## src/rtl/const_accel_speed_profile_core_defines.svh

```systemverilog
// assertion macros shared by the speed profile rtl
`ifndef CONST_ACCEL_SPEED_PROFILE_CORE_DEFINES_SVH
`define CONST_ACCEL_SPEED_PROFILE_CORE_DEFINES_SVH

// same-cycle implication, sampled on clock, off during reset
`define CASP_ASSERT_SAME(lbl, ante, cons) \
   lbl: assert property (@(posedge clock) disable iff (reset) (ante) |-> (cons)) \
      else $error("casp same-cycle check failed");

// next-cycle implication, sampled on clock, off during reset
`define CASP_ASSERT_NEXT(lbl, ante, cons) \
   lbl: assert property (@(posedge clock) disable iff (reset) (ante) |=> (cons)) \
      else $error("casp next-cycle check failed");

`endif

```

## src/rtl/casp_pkg.sv

```systemverilog
// types and constants of the constant acceleration speed profile core
package casp_pkg;

   localparam int SPEED_W  = 16;
   localparam int ACC_W    = 13;
   localparam int CNT_IN_W = 7;
   localparam int PL_W     = 8;
   localparam int DATA_W   = 56;
   localparam int PROD_W   = ACC_W + PL_W;
   localparam int K_SHIFT  = 9;
   localparam int K_W      = PROD_W + K_SHIFT;
   localparam int VSQ_W    = 2 * SPEED_W;
   localparam int RT_W     = 17;
   localparam int SQ_W     = 2 * RT_W;
   localparam int RAD_W    = SQ_W + 1;
   localparam int ITER_W   = 5;
   localparam int DIV_STEPS  = K_W;
   localparam int SQRT_STEPS = RT_W;
   localparam logic [PL_W-1:0] PATH_LENGTH_RESET = 8'd15;

   typedef struct packed {
      logic load_req;
      logic mul;
      logic div_step;
      logic prep;
      logic sqrt_step;
      logic emit;
   } casp_cmd_type;

   typedef struct packed {
      logic count_zero;
      logic last_pt;
      logic out_free;
   } casp_sts_type;

endpackage

```

## src/rtl/casp_dp.sv

```systemverilog
// datapath: request hold, step divider, square root unit, clamp and result register
`include "const_accel_speed_profile_core_defines.svh"

module casp_dp import casp_pkg::*; #(
   parameter int MAX_POINTS = 64
) (
   input  logic                clock,
   input  logic                reset,
   input  casp_cmd_type        cmd,
   output casp_sts_type        sts,
   input  logic [SPEED_W-1:0]  init_speed,
   input  logic [SPEED_W-1:0]  target_speed,
   input  logic [ACC_W-1:0]    acceleration,
   input  logic [CNT_IN_W-1:0] point_count,
   input  logic                csr_wr_en,
   input  logic [PL_W-1:0]     csr_wr_data,
   input  logic                rsp_tready,
   output logic                rsp_tvalid,
   output logic [SPEED_W-1:0]  rsp_speed,
   output logic                rsp_last
);

   localparam int IDX_W = $clog2(MAX_POINTS);

   logic [PL_W-1:0]     path_length_ff, path_length_in;
   logic [CNT_IN_W-1:0] held_count_ff, held_count_in;
   logic [IDX_W-1:0]    idx_ff, idx_in;
   logic                out_valid_ff, out_valid_in;
   logic [SPEED_W-1:0]  held_start_ff, held_start_in;
   logic [SPEED_W-1:0]  held_end_ff, held_end_in;
   logic [ACC_W-1:0]    held_accel_ff, held_accel_in;
   logic [VSQ_W-1:0]    v0sq_ff, v0sq_in;
   logic [IDX_W-1:0]    div_rem_ff, div_rem_in;
   logic [K_W-1:0]      div_quo_ff, div_quo_in;
   logic [K_W-1:0]      q_ff, q_in;
   logic [IDX_W-1:0]    r_ff, r_in;
   logic [SQ_W-1:0]     sq_x_ff, sq_x_in;
   logic [RT_W-1:0]     root_ff, root_in;
   logic [RT_W:0]       srem_ff, srem_in;
   logic [SPEED_W-1:0]  out_speed_ff, out_speed_in;
   logic                out_last_ff, out_last_in;

   logic [CNT_IN_W-1:0] cnt_m1;
   logic [IDX_W-1:0]    d;
   logic [ACC_W-1:0]    mag;
   logic [PROD_W-1:0]   prod;
   logic [IDX_W:0]      div_sh, div_sub;
   logic [IDX_W:0]      frac_sum, frac_sub;
   logic [RAD_W-1:0]    rad_pos, rad_neg, rad;
   logic [RT_W+2:0]     sr_sh, sr_trial, sr_diff;
   logic                acc_pos, acc_neg;
   logic [RT_W-1:0]     vend_x, v_clamp;
   logic [SPEED_W-1:0]  v_sat;

   assign cnt_m1  = held_count_ff - CNT_IN_W'(1);
   assign d       = cnt_m1[IDX_W-1:0];
   assign acc_neg = held_accel_ff[ACC_W-1];
   assign acc_pos = !held_accel_ff[ACC_W-1] && (held_accel_ff != '0);
   assign mag     = acc_neg ? (~held_accel_ff + ACC_W'(1)) : held_accel_ff;
   assign prod    = PROD_W'(mag) * PROD_W'(path_length_ff);

   assign div_sh   = {div_rem_ff, div_quo_ff[K_W-1]};
   assign div_sub  = div_sh - {1'b0, d};
   assign frac_sum = {1'b0, r_ff} + {1'b0, div_rem_ff};
   assign frac_sub = frac_sum - {1'b0, d};

   assign rad_pos = {{(RAD_W-VSQ_W){1'b0}}, v0sq_ff} + {{(RAD_W-K_W){1'b0}}, q_ff};
   assign rad_neg = {{(RAD_W-VSQ_W){1'b0}}, v0sq_ff} - {{(RAD_W-K_W){1'b0}}, q_ff};
   assign rad     = acc_neg ? rad_neg : rad_pos;

   assign sr_sh    = {srem_ff, sq_x_ff[SQ_W-1 -: 2]};
   assign sr_trial = {1'b0, root_ff, 2'b01};
   assign sr_diff  = sr_sh - sr_trial;

   assign vend_x = {1'b0, held_end_ff};

   always_comb begin
      v_clamp = root_ff;
      if (acc_pos && (root_ff > vend_x)) begin
         v_clamp = vend_x;
      end else if (acc_neg && (root_ff < vend_x)) begin
         v_clamp = vend_x;
      end
      v_sat = v_clamp[RT_W-1] ? {SPEED_W{1'b1}} : v_clamp[SPEED_W-1:0];
   end

   always_comb begin
      path_length_in = csr_wr_en ? csr_wr_data : path_length_ff;
      held_count_in  = held_count_ff;
      idx_in         = idx_ff;
      out_valid_in   = out_valid_ff && !rsp_tready;
      held_start_in  = held_start_ff;
      held_end_in    = held_end_ff;
      held_accel_in  = held_accel_ff;
      v0sq_in        = v0sq_ff;
      div_rem_in     = div_rem_ff;
      div_quo_in     = div_quo_ff;
      q_in           = q_ff;
      r_in           = r_ff;
      sq_x_in        = sq_x_ff;
      root_in        = root_ff;
      srem_in        = srem_ff;
      out_speed_in   = out_speed_ff;
      out_last_in    = out_last_ff;

      if (cmd.load_req) begin
         held_start_in = init_speed;
         held_end_in   = target_speed;
         held_accel_in = acceleration;
         held_count_in = (point_count > CNT_IN_W'(MAX_POINTS)) ?
                         CNT_IN_W'(MAX_POINTS) : point_count;
         idx_in        = '0;
         q_in          = '0;
         r_in          = '0;
      end

      if (cmd.mul) begin
         v0sq_in    = VSQ_W'(held_start_ff) * VSQ_W'(held_start_ff);
         div_quo_in = {prod, {K_SHIFT{1'b0}}};
         div_rem_in = '0;
      end

      if (cmd.div_step) begin
         if (div_sh >= {1'b0, d}) begin
            div_rem_in = div_sub[IDX_W-1:0];
            div_quo_in = {div_quo_ff[K_W-2:0], 1'b1};
         end else begin
            div_rem_in = div_sh[IDX_W-1:0];
            div_quo_in = {div_quo_ff[K_W-2:0], 1'b0};
         end
      end

      if (cmd.prep) begin
         sq_x_in = rad[RAD_W-1] ? '0 : rad[SQ_W-1:0];
         root_in = '0;
         srem_in = '0;
      end

      if (cmd.sqrt_step) begin
         sq_x_in = {sq_x_ff[SQ_W-3:0], 2'b00};
         if (sr_sh >= sr_trial) begin
            srem_in = sr_diff[RT_W:0];
            root_in = {root_ff[RT_W-2:0], 1'b1};
         end else begin
            srem_in = sr_sh[RT_W:0];
            root_in = {root_ff[RT_W-2:0], 1'b0};
         end
      end

      if (cmd.emit) begin
         out_speed_in = v_sat;
         out_last_in  = sts.last_pt;
         out_valid_in = 1'b1;
         idx_in       = idx_ff + IDX_W'(1);
         if (frac_sum >= {1'b0, d}) begin
            r_in = frac_sub[IDX_W-1:0];
            q_in = q_ff + div_quo_ff + K_W'(1);
         end else begin
            r_in = frac_sum[IDX_W-1:0];
            q_in = q_ff + div_quo_ff;
         end
      end
   end

   always_ff @(posedge clock) begin
      if (reset) begin
         path_length_ff <= PATH_LENGTH_RESET;
         held_count_ff  <= '0;
         idx_ff         <= '0;
         out_valid_ff   <= 1'b0;
      end else begin
         path_length_ff <= path_length_in;
         held_count_ff  <= held_count_in;
         idx_ff         <= idx_in;
         out_valid_ff   <= out_valid_in;
      end
   end

   always_ff @(posedge clock) begin
      held_start_ff <= held_start_in;
      held_end_ff   <= held_end_in;
      held_accel_ff <= held_accel_in;
      v0sq_ff       <= v0sq_in;
      div_rem_ff    <= div_rem_in;
      div_quo_ff    <= div_quo_in;
      q_ff          <= q_in;
      r_ff          <= r_in;
      sq_x_ff       <= sq_x_in;
      root_ff       <= root_in;
      srem_ff       <= srem_in;
      out_speed_ff  <= out_speed_in;
      out_last_ff   <= out_last_in;
   end

   assign sts.count_zero = (held_count_ff == '0);
   assign sts.last_pt    = ({{(CNT_IN_W-IDX_W){1'b0}}, idx_ff} == cnt_m1);
   assign sts.out_free   = !out_valid_ff || rsp_tready;

   assign rsp_tvalid = out_valid_ff;
   assign rsp_speed  = out_speed_ff;
   assign rsp_last   = out_last_ff;

   // step remainder never reaches the divisor
   `CASP_ASSERT_SAME(a_frac_below_div, held_count_ff > CNT_IN_W'(1), r_ff < d)

endmodule

```

## src/rtl/casp_ctrl.sv

```systemverilog
// controller: request accept, divide and root sequencing, point emission
`include "const_accel_speed_profile_core_defines.svh"

module casp_ctrl import casp_pkg::*; (
   input  logic         clock,
   input  logic         reset,
   input  logic         req_tvalid,
   output logic         req_tready,
   input  casp_sts_type sts,
   output casp_cmd_type cmd
);

   localparam logic [2:0] ST_IDLE = 3'd0;
   localparam logic [2:0] ST_MUL  = 3'd1;
   localparam logic [2:0] ST_DIV  = 3'd2;
   localparam logic [2:0] ST_PREP = 3'd3;
   localparam logic [2:0] ST_SQRT = 3'd4;
   localparam logic [2:0] ST_EMIT = 3'd5;

   logic [2:0]        state_ff, state_in;
   logic [ITER_W-1:0] iter_ff, iter_in;
   logic              accept;
   logic              sqrt_last;

   assign req_tready = (state_ff == ST_IDLE);
   assign accept     = req_tvalid && req_tready;
   assign sqrt_last  = (iter_ff == ITER_W'(SQRT_STEPS - 1));

   always_comb begin
      state_in = state_ff;
      iter_in  = iter_ff;
      cmd      = '0;
      case (state_ff)
         ST_IDLE: begin
            if (accept) begin
               cmd.load_req = 1'b1;
               state_in     = ST_MUL;
            end
         end
         ST_MUL: begin
            iter_in = '0;
            if (sts.count_zero) begin
               state_in = ST_IDLE;
            end else begin
               cmd.mul  = 1'b1;
               state_in = ST_DIV;
            end
         end
         ST_DIV: begin
            cmd.div_step = 1'b1;
            iter_in      = iter_ff + ITER_W'(1);
            if (iter_ff == ITER_W'(DIV_STEPS - 1)) begin
               state_in = ST_PREP;
            end
         end
         ST_PREP: begin
            cmd.prep = 1'b1;
            iter_in  = '0;
            state_in = ST_SQRT;
         end
         ST_SQRT: begin
            cmd.sqrt_step = 1'b1;
            iter_in       = iter_ff + ITER_W'(1);
            if (sqrt_last) begin
               state_in = ST_EMIT;
            end
         end
         ST_EMIT: begin
            if (sts.out_free) begin
               cmd.emit = 1'b1;
               state_in = sts.last_pt ? ST_IDLE : ST_PREP;
            end
         end
         default: begin
            state_in = ST_IDLE;
         end
      endcase
   end

   always_ff @(posedge clock) begin
      if (reset) begin
         state_ff <= ST_IDLE;
         iter_ff  <= '0;
      end else begin
         state_ff <= state_in;
         iter_ff  <= iter_in;
      end
   end

   `CASP_ASSERT_NEXT(a_accept_to_mul, accept, state_ff == ST_MUL)
   `CASP_ASSERT_NEXT(a_last_to_idle, cmd.emit && sts.last_pt, state_ff == ST_IDLE)
   `CASP_ASSERT_NEXT(a_root_done, cmd.sqrt_step && sqrt_last, state_ff == ST_EMIT)

endmodule

```

## src/rtl/const_accel_speed_profile_core.sv

```systemverilog
// Top level of the constant acceleration speed profile core.
// Per request: accept, then multiply and a serial divide of the step term, unless the point
// count is zero, which returns to idle with no points; then per point a setup step, the shared
// square root unit and an emit step, which waits while the result side stalls. A new request
// is taken once the last point is registered. Synchronous reset clears control state,
// sets path_length to 15.
module const_accel_speed_profile_core import casp_pkg::*; #(
   parameter int MAX_POINTS = 64
) (
   input  logic              clock,
   input  logic              reset,
   input  logic              req_tvalid,
   output logic              req_tready,
   input  logic [DATA_W-1:0] req_tdata,   // initial speed, target speed, acceleration, point_count
   output logic              rsp_tvalid,
   input  logic              rsp_tready,
   output logic [SPEED_W-1:0] rsp_tdata,  // speed
   output logic              rsp_tlast,
   input  logic              csr_wr_en,
   input  logic [PL_W-1:0]   csr_wr_data
);

   casp_cmd_type cmd;
   casp_sts_type sts;

   casp_ctrl u_ctrl (
      .clock      (clock),
      .reset      (reset),
      .req_tvalid (req_tvalid),
      .req_tready (req_tready),
      .sts        (sts),
      .cmd        (cmd)
   );

   casp_dp #(
      .MAX_POINTS (MAX_POINTS)
   ) u_dp (
      .clock        (clock),
      .reset        (reset),
      .cmd          (cmd),
      .sts          (sts),
      .init_speed   (req_tdata[15:0]),
      .target_speed (req_tdata[31:16]),
      .acceleration (req_tdata[44:32]),
      .point_count  (req_tdata[51:45]),
      .csr_wr_en    (csr_wr_en),
      .csr_wr_data  (csr_wr_data),
      .rsp_tready   (rsp_tready),
      .rsp_tvalid   (rsp_tvalid),
      .rsp_speed    (rsp_tdata),
      .rsp_last     (rsp_tlast)
   );

endmodule

```

## config.mk

```make
export PLATFORM = sky130hd
export DESIGN_NAME = const_accel_speed_profile_core
export DESIGN_NICKNAME = d
export VERILOG_FILES = /design/src/rtl/casp_pkg.sv /design/src/rtl/casp_dp.sv /design/src/rtl/casp_ctrl.sv /design/src/rtl/const_accel_speed_profile_core.sv
export VERILOG_INCLUDE_DIRS = /design/src /design/src/rtl
export SDC_FILE = /design/constraint.sdc
export NUM_CORES = 1
export LEC_CHECK = 0
export BUFFER_PORTS_ARGS = -buffer_cell sky130_fd_sc_hd__buf_2
export CAP_MARGIN = 0
export CORE_UTILIZATION = 45
export DETAILED_ROUTE_END_ITERATION = 8
export MAX_ROUTING_LAYER = met4
export PLACE_DENSITY = 0.65
export SLEW_MARGIN = 0
export SYNTH_ARGS = -nofsm -noshare
export SYNTH_HDL_FRONTEND = slang
export SYNTH_SLANG_ARGS = --single-unit
```

## constraint.sdc

```tcl
create_clock -name clock -period 19.85 [get_ports clock]
set_input_delay 1.985 -clock clock [delete_from_list [all_inputs] [get_ports clock]]
set_output_delay 1.985 -clock clock [all_outputs]
set_load 0.02 [all_outputs]
```

==> flow_summary_export.csv <==
group,metric,value,unit
status,status,"finished clean",
die,io_pins,88,
synth,yosysWarnings,0,
synth,synth.ff_latch_count,264,
route,firstDrtPassIters,5,
place,gp_congestion,0.949,
die,die_area,0.0648,mm^2
final_layout,syn2layout_area_growth,8.40,%
synth,avgSynthCellArea,9.12,um^2
sta,slew_violations,0,
synth,synth_flop_cell,"edfxtp_1",
final_layout,layout_commonest_cell,"inv_1",
final_layout,drive_above_1_share,0.0640,
cts,root_buffer,"clkbuf_16",
sta,tightest_slew,1.00,ns
critical_path,crit_path_start_kind,"register",
final_layout,final_cell_mix,"inv_1 (467), ha_1 (295), nand2_1 (254)",
synth,async_flop_share,0,
grt,grtUsageTotal,0.214,
sta,relSlewSlack,0.331,
grt,antenna_found_initial,0,
die,die_h,255,um
critical_path,crit_path_cell_trace,"and2_1, fa_1, inv_1, fa_1, inv_1, fa_1, inv_1, fa_1, inv_1, fa_1, inv_1, fa_1, inv_1, ha_1, a21oi_1, o21ai_0, nand3_1, o2111ai_1, a2111oi_0, nor3_1, a211o_1, a21oi_1, xnor2_1",
route,finalWirelength,66000,um
sta,fin_worst_skew,0.0341,ns
route,first_iter_violations,1181,
critical_path,cp_max_fo,20,
grt,grt_first_pass_wirelength,108000,um
cts,cts_max_level,2,
critical_path,crit_slowest_cell,"edfxtp_1",
die,die-width,255,um
sta,setup_tns,0,ns
synth,yosysUniqueCellTypes,79,
sta,max_freq,146,MHz
synth,ys_seq_area_frac,0.265,
die,core_region_area,0.0631,mm^2
place,io_buffers,83,
grt,grt_max_degree,68,
cts,cts_tree,"built",
critical_path,critPathMaxStageDelay,0.71,ns
sta,period_share,0.344,
critical_path,cp-end-kind,"register",
sta,finalCriticalPeriod,6.83,ns
synth,syn_inst,3148,
cts,post_cts_resized,0,
flow_run,maxCapViolCount,0,
critical_path,path_class,"register to register",
cts,cts_buffers,35,
grt,grt_pass1_vias,21100,
cts,cts_hold_buf,0,
synth,syn-num-nets,3746,
synth,synth_area,0.0287,mm^2
route,wire_per_inst,16.3,um
die,start_util,0.455,
place,placed_area,0.0300,mm^2
sta,hold_violations,0,
sta,rsz0062_at_grt,"false",
grt,gr-total-overflow,0,
cts,clock_path_buffers,3,
critical_path,crit_arrival,7.11,ns
cts,cts_sinks,264,
cts,post-cts-setup-buffer-count,0,
route,vias_per_cell,5.36,
final_layout,diodes,0,
route,routed-via-count,21700,
route,drc,0,
cts,path_clk_slew,0.06,ns
final_layout,stdcell_area,0.0311,mm^2
die,rows,92,
critical_path,required,20.13,ns
hold_path,hold_class,"register to register",
route,final_antenna_net_count,0,
synth,synth-edff-count,232,
place,dp_hpwl,51500,um
final_layout,num-nets-final,3779,
sta,finalSetupViolations,0,
cts,clk_latency,0.56,ns
synthesized netlist by cell type (10+ instances only):
cell type  count  share of area
a211o_1       16         0.0049
o21bai_1      23         0.0060
o2111ai_1     10         0.0031
xor2_1        47          0.014
dfxtp_1       32          0.022
nor4_1        17         0.0037
buf_1         10         0.0013
mux2i_1       34          0.012
a21o_1        57          0.015
edfxtp_1     232           0.24
a21boi_0      10         0.0026
or2_2         17         0.0037
a211oi_1      28         0.0073
inv_1        468          0.061
nor3_1        63          0.011
clkbuf_1      98          0.013
o21a_1        32         0.0084
nand2b_1      30         0.0065
and2_1        77          0.017
xnor2_1      104          0.032
a21oi_1      182          0.032
or3_1         19         0.0041
nor2_1       213          0.028
nand3_1       55         0.0096
nand4_1       28         0.0061
nor2b_1       90          0.020
and3_1        35         0.0076
o31ai_1       22         0.0058
fa_1         234           0.16
nand2_1      255          0.033
ha_1         295           0.13
o211ai_1      19         0.0050
o21ai_0      139          0.024
a31oi_1       22         0.0048
stage by stage:
stage / hold slack [ns] / util / setup slack [ns] / instances
4_1_cts: 0.485 / 0.493 / 12.95 / 4051
6_report: 0.481 / 0.493 / 13.02 / 4051
3_3_place_gp: 0.470 / 0.475 / 13.01 / 3990
5_1_grt: 0.510 / 0.493 / 12.65 / 4051
3_5_place_dp: 0.476 / 0.475 / 13.01 / 3990
2_1_floorplan: 0.451 / - / 13.55 / 3148
area by class of cell:
type | instances | area, um^2
clock buffer | 38 | 887
clock inverter | 23 | 274
fill | 6006 | 32000
inverter | 471 | 1770
multi-input combinational | 2303 | 18900
sequential | 264 | 7610
tap | 846 | 1060
timing repair buffer | 106 | 588
critical path: cells and delay by family (launching register included):
family,cells,cell delay (ns)
buffers and inverters,6,0.30
DFF,1,0.71
and+or+nand+nor,3,0.63
AOI/OAI and AO/OA,6,1.43
xor gates and xnor gates,1,0.08
adders and majority gates,7,3.39
sequential cells by signal, indices dropped and copies added, names as in the netlist:
register and flops:
u_dp.sq_x_ff 34, u_dp.rsp_tvalid 1, u_ctrl.state_ff 3, u_dp.held_accel_ff 13, u_dp.q_ff 30, u_dp.root_ff 17
u_dp.held_count_ff 7, u_dp.rsp_speed 16, u_dp.idx_ff 6, u_dp.path_length_ff 8, u_dp.div_quo_ff 30, u_dp.r_ff 6
u_dp.div_rem_ff 6, u_dp.rsp_last 1, u_dp.srem_ff 18, u_dp.held_start_ff 16, u_dp.held_end_ff 16, u_dp.v0sq_ff 31
u_ctrl.iter_ff 5
routing by layer:
metal  GRT usage  share of wire  vias up
met5           -              0        -
met4      0.0667          0.030        0
met3      0.0255          0.049       97
met2       0.334           0.45      486
met1       0.289           0.47    10300
li1            -              -    10800
path summary, 6_finish.rpt:
check	from	to	slack, ns	depth (start not counted)
max reg2reg	u_dp.held_start_ff[1]	u_dp.v0sq_ff[28]	13.02	23
max	u_dp.held_start_ff[1]	u_dp.v0sq_ff[28]	13.02	23
min	u_dp.held_count_ff[6]	u_dp.held_count_ff[6]	0.48	2
min reg2reg	u_dp.held_count_ff[6]	u_dp.held_count_ff[6]	0.48	2
logic make-up after synthesis:
logic type	after synthesis	synth area share
flip-flops	264	0.265
AND/OR/NAND/NOR	935	0.160
buffers and inverters	581	0.0761
adder cells (fa/ha/maj)	529	0.292
multiplexers	37	0.0130
AO/OA/AOI/OAI	651	0.148
XOR/XNOR	151	0.0461
Power is left out: the tool's default activity adds up to more than one toggle a clock period on the data nets, which glitch-free logic cannot reach.
